File: src/design/ofv_pkg.sv
// ofv_pkg: shared types and constants for the optical flow frame velocity block
// frame codes, register indexes, datapath widths and the sequencer state type
// no dependencies
package ofv_pkg;

   localparam int PAYLOAD_LEN = 10;
   localparam int POS_W       = 4;
   localparam int CSR_INDEX_W = 2;
   localparam int CSR_DATA_W  = 8;
   localparam int NUM_W       = 36;
   localparam int SUM_W       = 37;
   localparam int ACC_W       = 53;
   localparam int OUT_W       = 48;
   localparam int MULT_W      = 16;
   localparam int CNT_W       = 6;

   localparam logic [7:0] HDR0 = 8'hFE;
   localparam logic [7:0] HDR1 = 8'h0A;
   localparam logic [7:0] TAIL = 8'h55;

   localparam logic [19:0] USEC_PER_SEC = 20'd1000000;

   localparam logic [POS_W-1:0] POS_HDR0     = 4'd0;
   localparam logic [POS_W-1:0] POS_HDR1     = 4'd1;
   localparam logic [POS_W-1:0] POS_PAYLOAD  = 4'd2;
   localparam logic [POS_W-1:0] POS_CHECKSUM = 4'd12;
   localparam logic [POS_W-1:0] POS_TAIL     = 4'd13;

   localparam logic [CNT_W-1:0] DIV_LAST = 6'd35;
   localparam logic [CNT_W-1:0] MUL_LAST = 6'd15;

   localparam logic [CSR_INDEX_W-1:0] CSR_HEIGHT_OFFSET  = 2'd0;
   localparam logic [CSR_INDEX_W-1:0] CSR_DEADBAND_FLOOR = 2'd1;

   localparam logic [7:0] HEIGHT_OFFSET_RESET  = 8'd5;
   localparam logic [7:0] DEADBAND_FLOOR_RESET = 8'd5;

   typedef enum logic [2:0] {
      ST_IDLE,
      ST_LOAD,
      ST_DIV,
      ST_SUM,
      ST_MUL,
      ST_SAT,
      ST_DONE
   } state_type;

endpackage

File: src/design/optical_flow_frame_velocity.sv
// optical_flow_frame_velocity: flow sensor frame parser with velocity sequencer
// uses ofv_pkg for frame codes, widths and the sequencer state type
//
// usage:
//   req channel: one received serial byte per request, with the current height
//   estimate, its valid flag and the body rates; valid/ready handshake.
//   rsp channel: one result per frame with a good header, checksum and tail.
//   csr port: csr_write with csr_index 0 (height offset) or 1 (deadband floor).
//   header, payload and checksum bytes never stall the parser; ready stays high.
//   a good tail starts the sequencer: per axis a load step, a restoring
//   divider, an add step, a shift-add multiplier and a saturate step, and
//   then the velocity result is loaded; an unavailable report skips the
//   sequencer. the single divider and multiplier step are shared by both
//   axes. req_ready is low while it runs.
//   results sit in an output register; a stalled receiver holds the finished
//   result there, and the block waits before loading the next one.
//   synchronous reset returns the parser to header hunt, clears the checksum,
//   sets both registers to 5 and drops rsp_valid.
module optical_flow_frame_velocity (
   input  logic                              clock,
   input  logic                              reset,
   input  logic                              req_valid,
   output logic                              req_ready,
   input  logic [7:0]                        req_rx_byte,
   input  logic signed [15:0]                req_height_cm,
   input  logic                              req_height_valid,
   input  logic signed [31:0]                req_rate_x,
   input  logic signed [31:0]                req_rate_y,
   output logic                              rsp_valid,
   input  logic                              rsp_ready,
   output logic                              rsp_velocity_ok,
   output logic signed [47:0]                rsp_vel_x,
   output logic signed [47:0]                rsp_vel_y,
   output logic [15:0]                       rsp_ground_reading,
   output logic [7:0]                        rsp_sensor_version,
   input  logic                              csr_write,
   input  logic [ofv_pkg::CSR_INDEX_W-1:0]   csr_index,
   input  logic [ofv_pkg::CSR_DATA_W-1:0]    csr_data
);
   import ofv_pkg::*;

   state_type               state_ff, state_in;
   logic [POS_W-1:0]        pos_ff, pos_in;
   logic [7:0]              xor_ff, xor_in;
   logic [7:0]              payload_ff [PAYLOAD_LEN];
   logic [7:0]              payload_in [PAYLOAD_LEN];
   logic [7:0]              offset_ff, offset_in;
   logic [7:0]              floor_ff, floor_in;
   logic signed [31:0]      rate_x_ff, rate_x_in;
   logic signed [31:0]      rate_y_ff, rate_y_in;
   logic [MULT_W-1:0]       mult_ff, mult_in;
   logic [MULT_W-1:0]       mbits_ff, mbits_in;
   logic                    sel_ff, sel_in;
   logic                    neg_ff, neg_in;
   logic                    ok_ff, ok_in;
   logic [NUM_W-1:0]        quo_ff, quo_in;
   logic [15:0]             rem_ff, rem_in;
   logic [CNT_W-1:0]        cnt_ff, cnt_in;
   logic signed [ACC_W-1:0] mcand_ff, mcand_in;
   logic signed [ACC_W-1:0] acc_ff, acc_in;
   logic signed [OUT_W-1:0] velx_ff, velx_in;
   logic signed [OUT_W-1:0] vely_ff, vely_in;
   logic                    rsp_valid_ff, rsp_valid_in;
   logic                    rsp_ok_ff, rsp_ok_in;
   logic signed [OUT_W-1:0] rsp_velx_ff, rsp_velx_in;
   logic signed [OUT_W-1:0] rsp_vely_ff, rsp_vely_in;
   logic [15:0]             rsp_ground_ff, rsp_ground_in;
   logic [7:0]              rsp_version_ff, rsp_version_in;

   logic [15:0]             flow_x, flow_y, timespan, flow_sel, flow_mag;
   logic [NUM_W-1:0]        num_mag;
   logic [17:0]             trial;
   logic signed [SUM_W-1:0] addend, quo_signed, sum;
   logic signed [16:0]      deadband;
   logic                    below_floor;
   logic [MULT_W-1:0]       mult_new;
   logic                    frame_ok;
   logic                    overflow;
   logic signed [OUT_W-1:0] sat_value;

   assign flow_x   = {payload_ff[1], payload_ff[0]};
   assign flow_y   = {payload_ff[3], payload_ff[2]};
   assign timespan = {payload_ff[5], payload_ff[4]};

   // numerator magnitude for the current axis
   assign flow_sel = sel_ff ? flow_y : flow_x;
   assign flow_mag = flow_sel[15] ? (~flow_sel + 16'd1) : flow_sel;
   assign num_mag  = {20'd0, flow_mag} * {16'd0, USEC_PER_SEC};

   // restoring divider step
   assign trial = {1'b0, rem_ff, quo_ff[NUM_W-1]} - {2'b00, timespan};

   assign addend     = sel_ff ? -SUM_W'(rate_x_ff) : SUM_W'(rate_y_ff);
   assign quo_signed = {1'b0, quo_ff};
   assign sum        = neg_ff ? (addend - quo_signed) : (addend + quo_signed);

   // deadband gain from the tail request
   assign deadband    = {req_height_cm[15], req_height_cm} - {9'd0, offset_ff};
   assign below_floor = deadband < $signed({9'd0, floor_ff});
   assign mult_new    = below_floor ? 16'd1 : (deadband[15:0] + 16'd1);
   assign frame_ok    = req_height_valid && (payload_ff[8] != 8'd0) && (timespan != 16'd0);

   assign overflow  = (acc_ff[ACC_W-1:OUT_W-1] != {(ACC_W-OUT_W+1){1'b0}}) &&
                      (acc_ff[ACC_W-1:OUT_W-1] != {(ACC_W-OUT_W+1){1'b1}});
   assign sat_value = overflow ? (acc_ff[ACC_W-1] ? {1'b1, {(OUT_W-1){1'b0}}}
                                                  : {1'b0, {(OUT_W-1){1'b1}}})
                               : acc_ff[OUT_W-1:0];

   always_comb begin
      state_in       = state_ff;
      pos_in         = pos_ff;
      xor_in         = xor_ff;
      payload_in     = payload_ff;
      offset_in      = offset_ff;
      floor_in       = floor_ff;
      rate_x_in      = rate_x_ff;
      rate_y_in      = rate_y_ff;
      mult_in        = mult_ff;
      mbits_in       = mbits_ff;
      sel_in         = sel_ff;
      neg_in         = neg_ff;
      ok_in          = ok_ff;
      quo_in         = quo_ff;
      rem_in         = rem_ff;
      cnt_in         = cnt_ff;
      mcand_in       = mcand_ff;
      acc_in         = acc_ff;
      velx_in        = velx_ff;
      vely_in        = vely_ff;
      rsp_valid_in   = rsp_valid_ff;
      rsp_ok_in      = rsp_ok_ff;
      rsp_velx_in    = rsp_velx_ff;
      rsp_vely_in    = rsp_vely_ff;
      rsp_ground_in  = rsp_ground_ff;
      rsp_version_in = rsp_version_ff;
      req_ready      = (state_ff == ST_IDLE);

      if (csr_write) begin
         if (csr_index == CSR_HEIGHT_OFFSET) begin
            offset_in = csr_data;
         end else if (csr_index == CSR_DEADBAND_FLOOR) begin
            floor_in = csr_data;
         end
      end

      if (rsp_valid_ff && rsp_ready) begin
         rsp_valid_in = 1'b0;
      end

      unique case (state_ff)
         ST_IDLE: begin
            if (req_valid) begin
               priority if (pos_ff == POS_HDR0) begin
                  if (req_rx_byte == HDR0) begin
                     pos_in = POS_HDR1;
                     xor_in = 8'd0;
                  end else begin
                     pos_in = POS_HDR0;
                  end
               end else if (pos_ff == POS_HDR1) begin
                  if (req_rx_byte == HDR1) begin
                     pos_in = POS_PAYLOAD;
                     xor_in = 8'd0;
                  end else begin
                     pos_in = POS_HDR0;
                  end
               end else if (pos_ff < POS_CHECKSUM) begin
                  for (int i = 0; i < PAYLOAD_LEN; i++) begin
                     if (pos_ff == POS_W'(i + 2)) begin
                        payload_in[i] = req_rx_byte;
                     end
                  end
                  xor_in = xor_ff ^ req_rx_byte;
                  pos_in = pos_ff + 4'd1;
               end else if (pos_ff == POS_CHECKSUM) begin
                  pos_in = (xor_ff == req_rx_byte) ? POS_TAIL : POS_HDR0;
               end else begin
                  pos_in = POS_HDR0;
                  if (req_rx_byte == TAIL) begin
                     rate_x_in = req_rate_x;
                     rate_y_in = req_rate_y;
                     mult_in   = mult_new;
                     ok_in     = frame_ok;
                     sel_in    = 1'b0;
                     if (frame_ok) begin
                        state_in = ST_LOAD;
                     end else begin
                        velx_in  = '0;
                        vely_in  = '0;
                        state_in = ST_DONE;
                     end
                  end
               end
            end
         end
         ST_LOAD: begin
            quo_in   = num_mag;
            rem_in   = 16'd0;
            cnt_in   = '0;
            neg_in   = sel_ff ? (!flow_y[15] && (flow_y != 16'd0)) : flow_x[15];
            state_in = ST_DIV;
         end
         ST_DIV: begin
            if (!trial[17]) begin
               rem_in = trial[15:0];
            end else begin
               rem_in = {rem_ff[14:0], quo_ff[NUM_W-1]};
            end
            quo_in = {quo_ff[NUM_W-2:0], ~trial[17]};
            cnt_in = cnt_ff + 6'd1;
            if (cnt_ff == DIV_LAST) begin
               state_in = ST_SUM;
            end
         end
         ST_SUM: begin
            mcand_in = ACC_W'(sum);
            acc_in   = '0;
            mbits_in = mult_ff;
            cnt_in   = '0;
            state_in = ST_MUL;
         end
         ST_MUL: begin
            if (mbits_ff[0]) begin
               acc_in = acc_ff + mcand_ff;
            end
            mcand_in = mcand_ff <<< 1;
            mbits_in = mbits_ff >> 1;
            cnt_in   = cnt_ff + 6'd1;
            if (cnt_ff == MUL_LAST) begin
               state_in = ST_SAT;
            end
         end
         ST_SAT: begin
            if (!sel_ff) begin
               velx_in  = sat_value;
               sel_in   = 1'b1;
               state_in = ST_LOAD;
            end else begin
               vely_in  = sat_value;
               state_in = ST_DONE;
            end
         end
         ST_DONE: begin
            if (!rsp_valid_ff) begin
               rsp_valid_in   = 1'b1;
               rsp_ok_in      = ok_ff;
               rsp_velx_in    = velx_ff;
               rsp_vely_in    = vely_ff;
               rsp_ground_in  = {payload_ff[7], payload_ff[6]};
               rsp_version_in = payload_ff[9];
               state_in       = ST_IDLE;
            end
         end
         default: begin
            state_in = ST_IDLE;
         end
      endcase
   end

   always_ff @(posedge clock) begin
      if (reset) begin
         state_ff     <= ST_IDLE;
         pos_ff       <= POS_HDR0;
         xor_ff       <= 8'd0;
         offset_ff    <= HEIGHT_OFFSET_RESET;
         floor_ff     <= DEADBAND_FLOOR_RESET;
         rsp_valid_ff <= 1'b0;
      end else begin
         state_ff     <= state_in;
         pos_ff       <= pos_in;
         xor_ff       <= xor_in;
         offset_ff    <= offset_in;
         floor_ff     <= floor_in;
         rsp_valid_ff <= rsp_valid_in;
      end
   end

   always_ff @(posedge clock) begin
      payload_ff     <= payload_in;
      rate_x_ff      <= rate_x_in;
      rate_y_ff      <= rate_y_in;
      mult_ff        <= mult_in;
      mbits_ff       <= mbits_in;
      sel_ff         <= sel_in;
      neg_ff         <= neg_in;
      ok_ff          <= ok_in;
      quo_ff         <= quo_in;
      rem_ff         <= rem_in;
      cnt_ff         <= cnt_in;
      mcand_ff       <= mcand_in;
      acc_ff         <= acc_in;
      velx_ff        <= velx_in;
      vely_ff        <= vely_in;
      rsp_ok_ff      <= rsp_ok_in;
      rsp_velx_ff    <= rsp_velx_in;
      rsp_vely_ff    <= rsp_vely_in;
      rsp_ground_ff  <= rsp_ground_in;
      rsp_version_ff <= rsp_version_in;
   end

   assign rsp_valid          = rsp_valid_ff;
   assign rsp_velocity_ok    = rsp_ok_ff;
   assign rsp_vel_x          = rsp_velx_ff;
   assign rsp_vel_y          = rsp_vely_ff;
   assign rsp_ground_reading = rsp_ground_ff;
   assign rsp_sensor_version = rsp_version_ff;

endmodule
File: config.mk
export PLATFORM = sky130hd
export DESIGN_NAME = optical_flow_frame_velocity
export DESIGN_NICKNAME = d
export VERILOG_FILES = /design/src/design/ofv_pkg.sv /design/src/design/optical_flow_frame_velocity.sv
export SDC_FILE = /design/constraint.sdc
export NUM_CORES = 1
export LEC_CHECK = 0
export BUFFER_PORTS_ARGS = -buffer_cell sky130_fd_sc_hd__clkbuf_2
export CAP_MARGIN = 20
export CORE_ASPECT_RATIO = 1.75
export CORE_UTILIZATION = 55
export CTS_CLUSTER_SIZE = 16
export DETAILED_ROUTE_END_ITERATION = 6
export GPL_TIMING_DRIVEN = 0
export PLACE_DENSITY = 0.85
export RECOVER_POWER = 100
export SYNTH_ARGS = -nofsm -noshare
export SYNTH_HDL_FRONTEND = slang
export SYNTH_SLANG_ARGS = --single-unit
export TNS_END_PERCENT = 5
File: constraint.sdc
create_clock -name clock -period 24.3 [get_ports clock]
set_input_delay 7.29 -clock clock [delete_from_list [all_inputs] [get_ports clock]]
set_output_delay 7.29 -clock clock [all_outputs]
set_load 0.1 [all_outputs]
Yosys cells after proc, flatten, opt, wreduce, memory -nomap -nowiden
Index checks and enable logic that the tools add are counted.

storage, ports and cells
  flip-flop bits (word level) = 592
  input port bits = 104
  output and inout bits = 123
  word-level logic and storage cells = 199

operators by class
  add/sub/neg operators = 10
  multiply operators = 1
  order comparisons = 2
  eq/ne operators = 41
  muxes and demuxes = 60
  bitwise logic cells = 9
  reductions and logical operators = 41

operators with widths
  kind                    count
  $mux 48                 11
  $pmux 53 s2             2
  $pmux 48 s2             2
  $mux 37                 2
  $pmux 36 s2             1
  $pmux 16 s2             2
  $reduce_and 6->1        10
  $add 53x53->53          1
  $mux 53                 1
  $mux 16                 3
  $mux 8                  5
  $add 37x37->37          1
  $neg 32->37             1
  $sub 37x37->37          1
  $mux 3                  11
  $add 16x1->16 const B   2
  $reduce_bool 16->1      2
  $mul 16x14->30 const B  1
  $reduce_and 9->1        3
  $ne 2x2->1 const B      12
  $pmux 3 s7              1
  $eq 4x4->1 const B      5
  $mux 4                  5
  $sub 17x16->18          1
  other kinds (42)        78

Longest topological paths before layout
  word-level depth = 11
  gate-level depth with buffers = 28
  depth with buffers taken out = 26

Least setup slack after synthesis
OpenSTA, ideal clock, no wires.

  path type = input port to flip-flop
  start = in req_rx_byte[5]
  end = reg velx_ff[0], enable pin
  setup time = 0.470 ns
  arrival time = 12.452 ns
  required time = 23.830 ns
  slack = 11.379 ns
  stages = 7
  buffers on the path = 0
  path through = nor2_1 -> nand3_1 -> nor4_1 -> and2_1 -> or2_2 -> nand2_1 -> a21oi_1

on the way
  cells in the longest elaborated chain, start to end = 3

ends and longest elaborated chain
  element                     RTL line                            source
  start: declaration          optical_flow_frame_velocity.sv:24   input logic [7:0] req_rx_byte,
  $eq 8x7->1                  optical_flow_frame_velocity.sv:179  if (req_rx_byte == TAIL) begin
  $ne 2x1->1 (no line)        n/a
  $reduce_and 9->1 (no line)  n/a
  end signal: assignment      optical_flow_frame_velocity.sv:292  velx_ff <= velx_in;
  end: declaration            optical_flow_frame_velocity.sv:61   logic signed [OUT_W-1:0] velx_ff, velx_in;

Every way passes these cells.
A chain may end at the register's enable or synchronous reset.

Worst setup path in the final report
  start = in req_rx_byte[6]
  end = reg velx_ff[47], enable pin

Same word-level chain as after synthesis.

==> results.ini <==
[yosys]
ys_ff_latch = 592
syn-num-nets = 3400
syn_inst = 3012
syn_area_mm2 = 0.0334
yosysWarnings = 0
syn_area_per_cell_um2 = 11.1
yosysTopAreaCell = edfxtp_1
ys_types = 83
async_flop_share_pct = 0
yosysSeqAreaShare_pct = 52.3
synth-main-ff-cell = edfxtp_1
synth_edf_count = 560
yosys.area.top_type_share_pct = 50.4
synth_area_leaders = edfxtp_1 50%, ha_1 8.8%, xnor2_1 3.9%, a21oi_1 3.7%, nand2_1 3.2%

[cts]
cts_tree = done
cts_resized = 0
cts.sinks = 592
cts_setup_buffers = 0
clock_path_buffers = 3
clkLatencyLatePin_ns = 0.65
path_clk_slew_ns = 0.06
cts_made_buffers = 51
htree_levels = 2
cts_root_buf = clkbuf_16
postCtsHoldBufs = 0

[finish]
final_area_mm2 = 0.0372
layout_commonest_cell = edfxtp_1
layout-drive-gt1-share_pct = 6.42
stdcell_count = 4144
nets = 3696
synthToLayoutAreaGrowth_pct = 11.5
final_cell_mix = 560 x edfxtp_1, 281 x nand2_1, 279 x nor2_1

[critical_path]
crit_start = req_rx_byte[6]
crit_path_cell_trace = clkbuf_1, nand3_1, nor4_1, and2_0, clkbuf_1, or2_2, nand2_1, a21oi_1, clkbuf_1
endpoint = velx_ff[47]$_DFFE_PP_
cp_common_cell = clkbuf_1
crit_path_start_kind = input pin
crit_slowest_cell = clkbuf_1
r2r-end = velx_ff[47]$_DFFE_PP_
max_stage_delay_ns = 2.82
critPathMaxFanout = 62
critical_path_class = in -> reg
setup.worst_path.end_class = flip-flop
worstReg2RegStart = pos_ff[0]$_SDFFE_PP0P_
required_ns = 24.50
critical_path_arrival_ns = 16.47
r2r.worst_path.cells = 11
reg2reg_slack_ns = 14.63

[power_and_ir_drop]
irDropWorstVdd_uv = 89.2
p_leak_nw = 14.0
power.density_mw_per_mm2 = 122

[floorplanning]
row_count = 119
fp.dieH_um = 328
io_pins = 227
die_w_um = 188
core-area_mm2 = 0.0602
die_area_mm2 = 0.0617
initial_core_util_pct = 55.5

[sta]
rsz0062_at_grt = false
slew_viol_final = 317
setup-tns-final_ns = 0
max_freq_mhz = 61.5
period_share_pct = 66.9
finClkSkew_ns = 0.0424
finalHoldViolations = 0
setup_viol = 0
tightest_slew_ns = 3.91
fin_crit_ns = 16.27
hold-worst-slack_ns = 0.416
slew_headroom_pct = -161
timing.final.ws_setup_ns = 8.03

[drt]
drt-met1-wl_um = 28200
ant_nets = 0
drt_iter0_markers = 1762
vias = 24500
drc_errors = 0
topRoutingLayerUsed = met4
wl_met2_um = 43500
finalWirelength_um = 83700
first_pass_iters = 6
route.met3.wl_um = 5230
wl_per_cell_um = 20.2
viasPerCell = 5.92

[place]
pre_cts_ws_ns = 13.12
portBuffers = 225
routabilityCongestion = 0.945
dpl-instance-area_mm2 = 0.0358
dp_cells = 4039
dp_hpwl_um = 62900

[run_status]
status = complete, but fails checks
violations = max-capacitance violations, max-slew violations

[global_routing]
grt-ovfl-total = 0
antenna_found_initial = 10
globalRouteTotalUtil_pct = 26.8
grt_pass1_wl_um = 127000
grt_start_max_net_pins = 63
grt_pass1_vias = 24700

[worst_hold_path]
min_path_type = reg -> reg

[run]
drv_cap = 12

[kinds of logic after synthesis]
group           after synthesis  synth area share (%)
simple gates                901                  12.6
compound gates              653                  12.2
flops                       592                  52.3
buf+inv                     297                  3.37
fa+ha+maj                   286                  11.8
xor+xnor                    234                  6.14
mux                          49                  1.59
[synthesized netlist by cell type, types with 6 or more instances]
cell type and n:
a31oi_1 25, nand2b_1 31, xor2_1 86, o211ai_1 13, a21oi_1 249, nand3_1 57, o2111ai_1 6, a21boi_0 6
o41ai_1 6, and3_1 24, edfxtp_1 560, nand3b_1 12, nor3_1 61, mux2_2 27, nor2b_1 17, and2_1 35
o21a_1 24, xnor2_1 148, a21o_1 75, a31o_2 7, ha_1 234, or2_2 7, o21ai_0 122, a211oi_1 22
nor2_1 279, o21bai_1 23, mux2i_1 21, dfxtp_1 32, inv_1 201, nand2_1 281, fa_1 50, or3_1 16
nor4_1 22, nor3b_1 6, o31ai_1 15, nand4_1 24, a211o_1 7, clkbuf_1 83, buf_1 10
[critical path, delay by kind of cell]
family / cells / cell delay, ns
AOI/OAI and AO/OA: 1 / 1.64
buffers and inverters: 3 / 4.87
and+or+nand+nor: 5 / 2.58
[routing by layer]
layer / track usage, % / vias to the layer above
li1: - / 11500
met1: 26.7 / 11500
met2: 50.1 / 1167
met3: 3.72 / 350
met4: 20.3 / 0
met5: 0 / -
[state kept, by name (all words and copies together) (netlist names), 4 cells and up]
signal and count:
mbits_ff 16, flow_y 16, rsp_sensor_version 8, rate_y_ff 32, mcand_ff 53, quo_ff 36
flow_x 16, floor_ff 8, xor_ff 8, rsp_vel_y 48, cnt_ff 6, vely_ff 48
acc_ff 53, mult_ff 16, rsp_vel_x 48, payload_ff 48, rate_x_ff 32, velx_ff 48
offset_ff 8, pos_ff 4, rsp_ground_reading 16, rem_ff 16
[where the power goes]
group	switching, mW	leakage (nW)	internal, mW	total (mW)
logic	1.36	7.93	0.796	2.15
clock network	0.381	0.874	0.498	0.880
registers	0.0995	5.24	1.40	1.50
total	1.84	14.0	2.69	4.53
[worst min path at each step]
stage	to	cells past startpoint	start	slack, ns
after floorplan	rsp_ground_reading[0]$_DFFE_PP_	0	payload_ff[24]$_DFFE_PP_	0.40
after global placement	rsp_ground_reading[13]$_DFFE_PP_	0	payload_ff[21]$_DFFE_PP_	0.40
after detailed placement	rsp_ground_reading[13]$_DFFE_PP_	0	payload_ff[21]$_DFFE_PP_	0.40
final	rsp_vel_y[34]$_DFFE_PP_	0	vely_ff[34]$_DFFE_PP_	0.42
after global routing	rsp_vel_y[38]$_DFFE_PP_	0	vely_ff[38]$_DFFE_PP_	0.42
after CTS	rsp_vel_y[32]$_DFFE_PP_	0	vely_ff[32]$_DFFE_PP_	0.41
[through the flow]
stage                     power, mW  util (%)
final                          4.53      61.9
after CTS                      4.52      62.5
after global placement         3.57      59.0
after global routing           4.81      61.9
after detailed placement       3.62      59.5
after floorplan                3.13         -
[layout make-up]
type                    instances  area (um^2)
fillers                      4745        22900
flip-flops and latches        592        17500
multi-input cells            2123        14800
clock buffers                  63         1400
repair buffers                243         1010
well taps                     786          983
inverters                     201          754
clock inverters                30          412
plain buffers                  96          368
diodes                         10         25.0
Note: power is estimated with default switching activity, not from simulation.
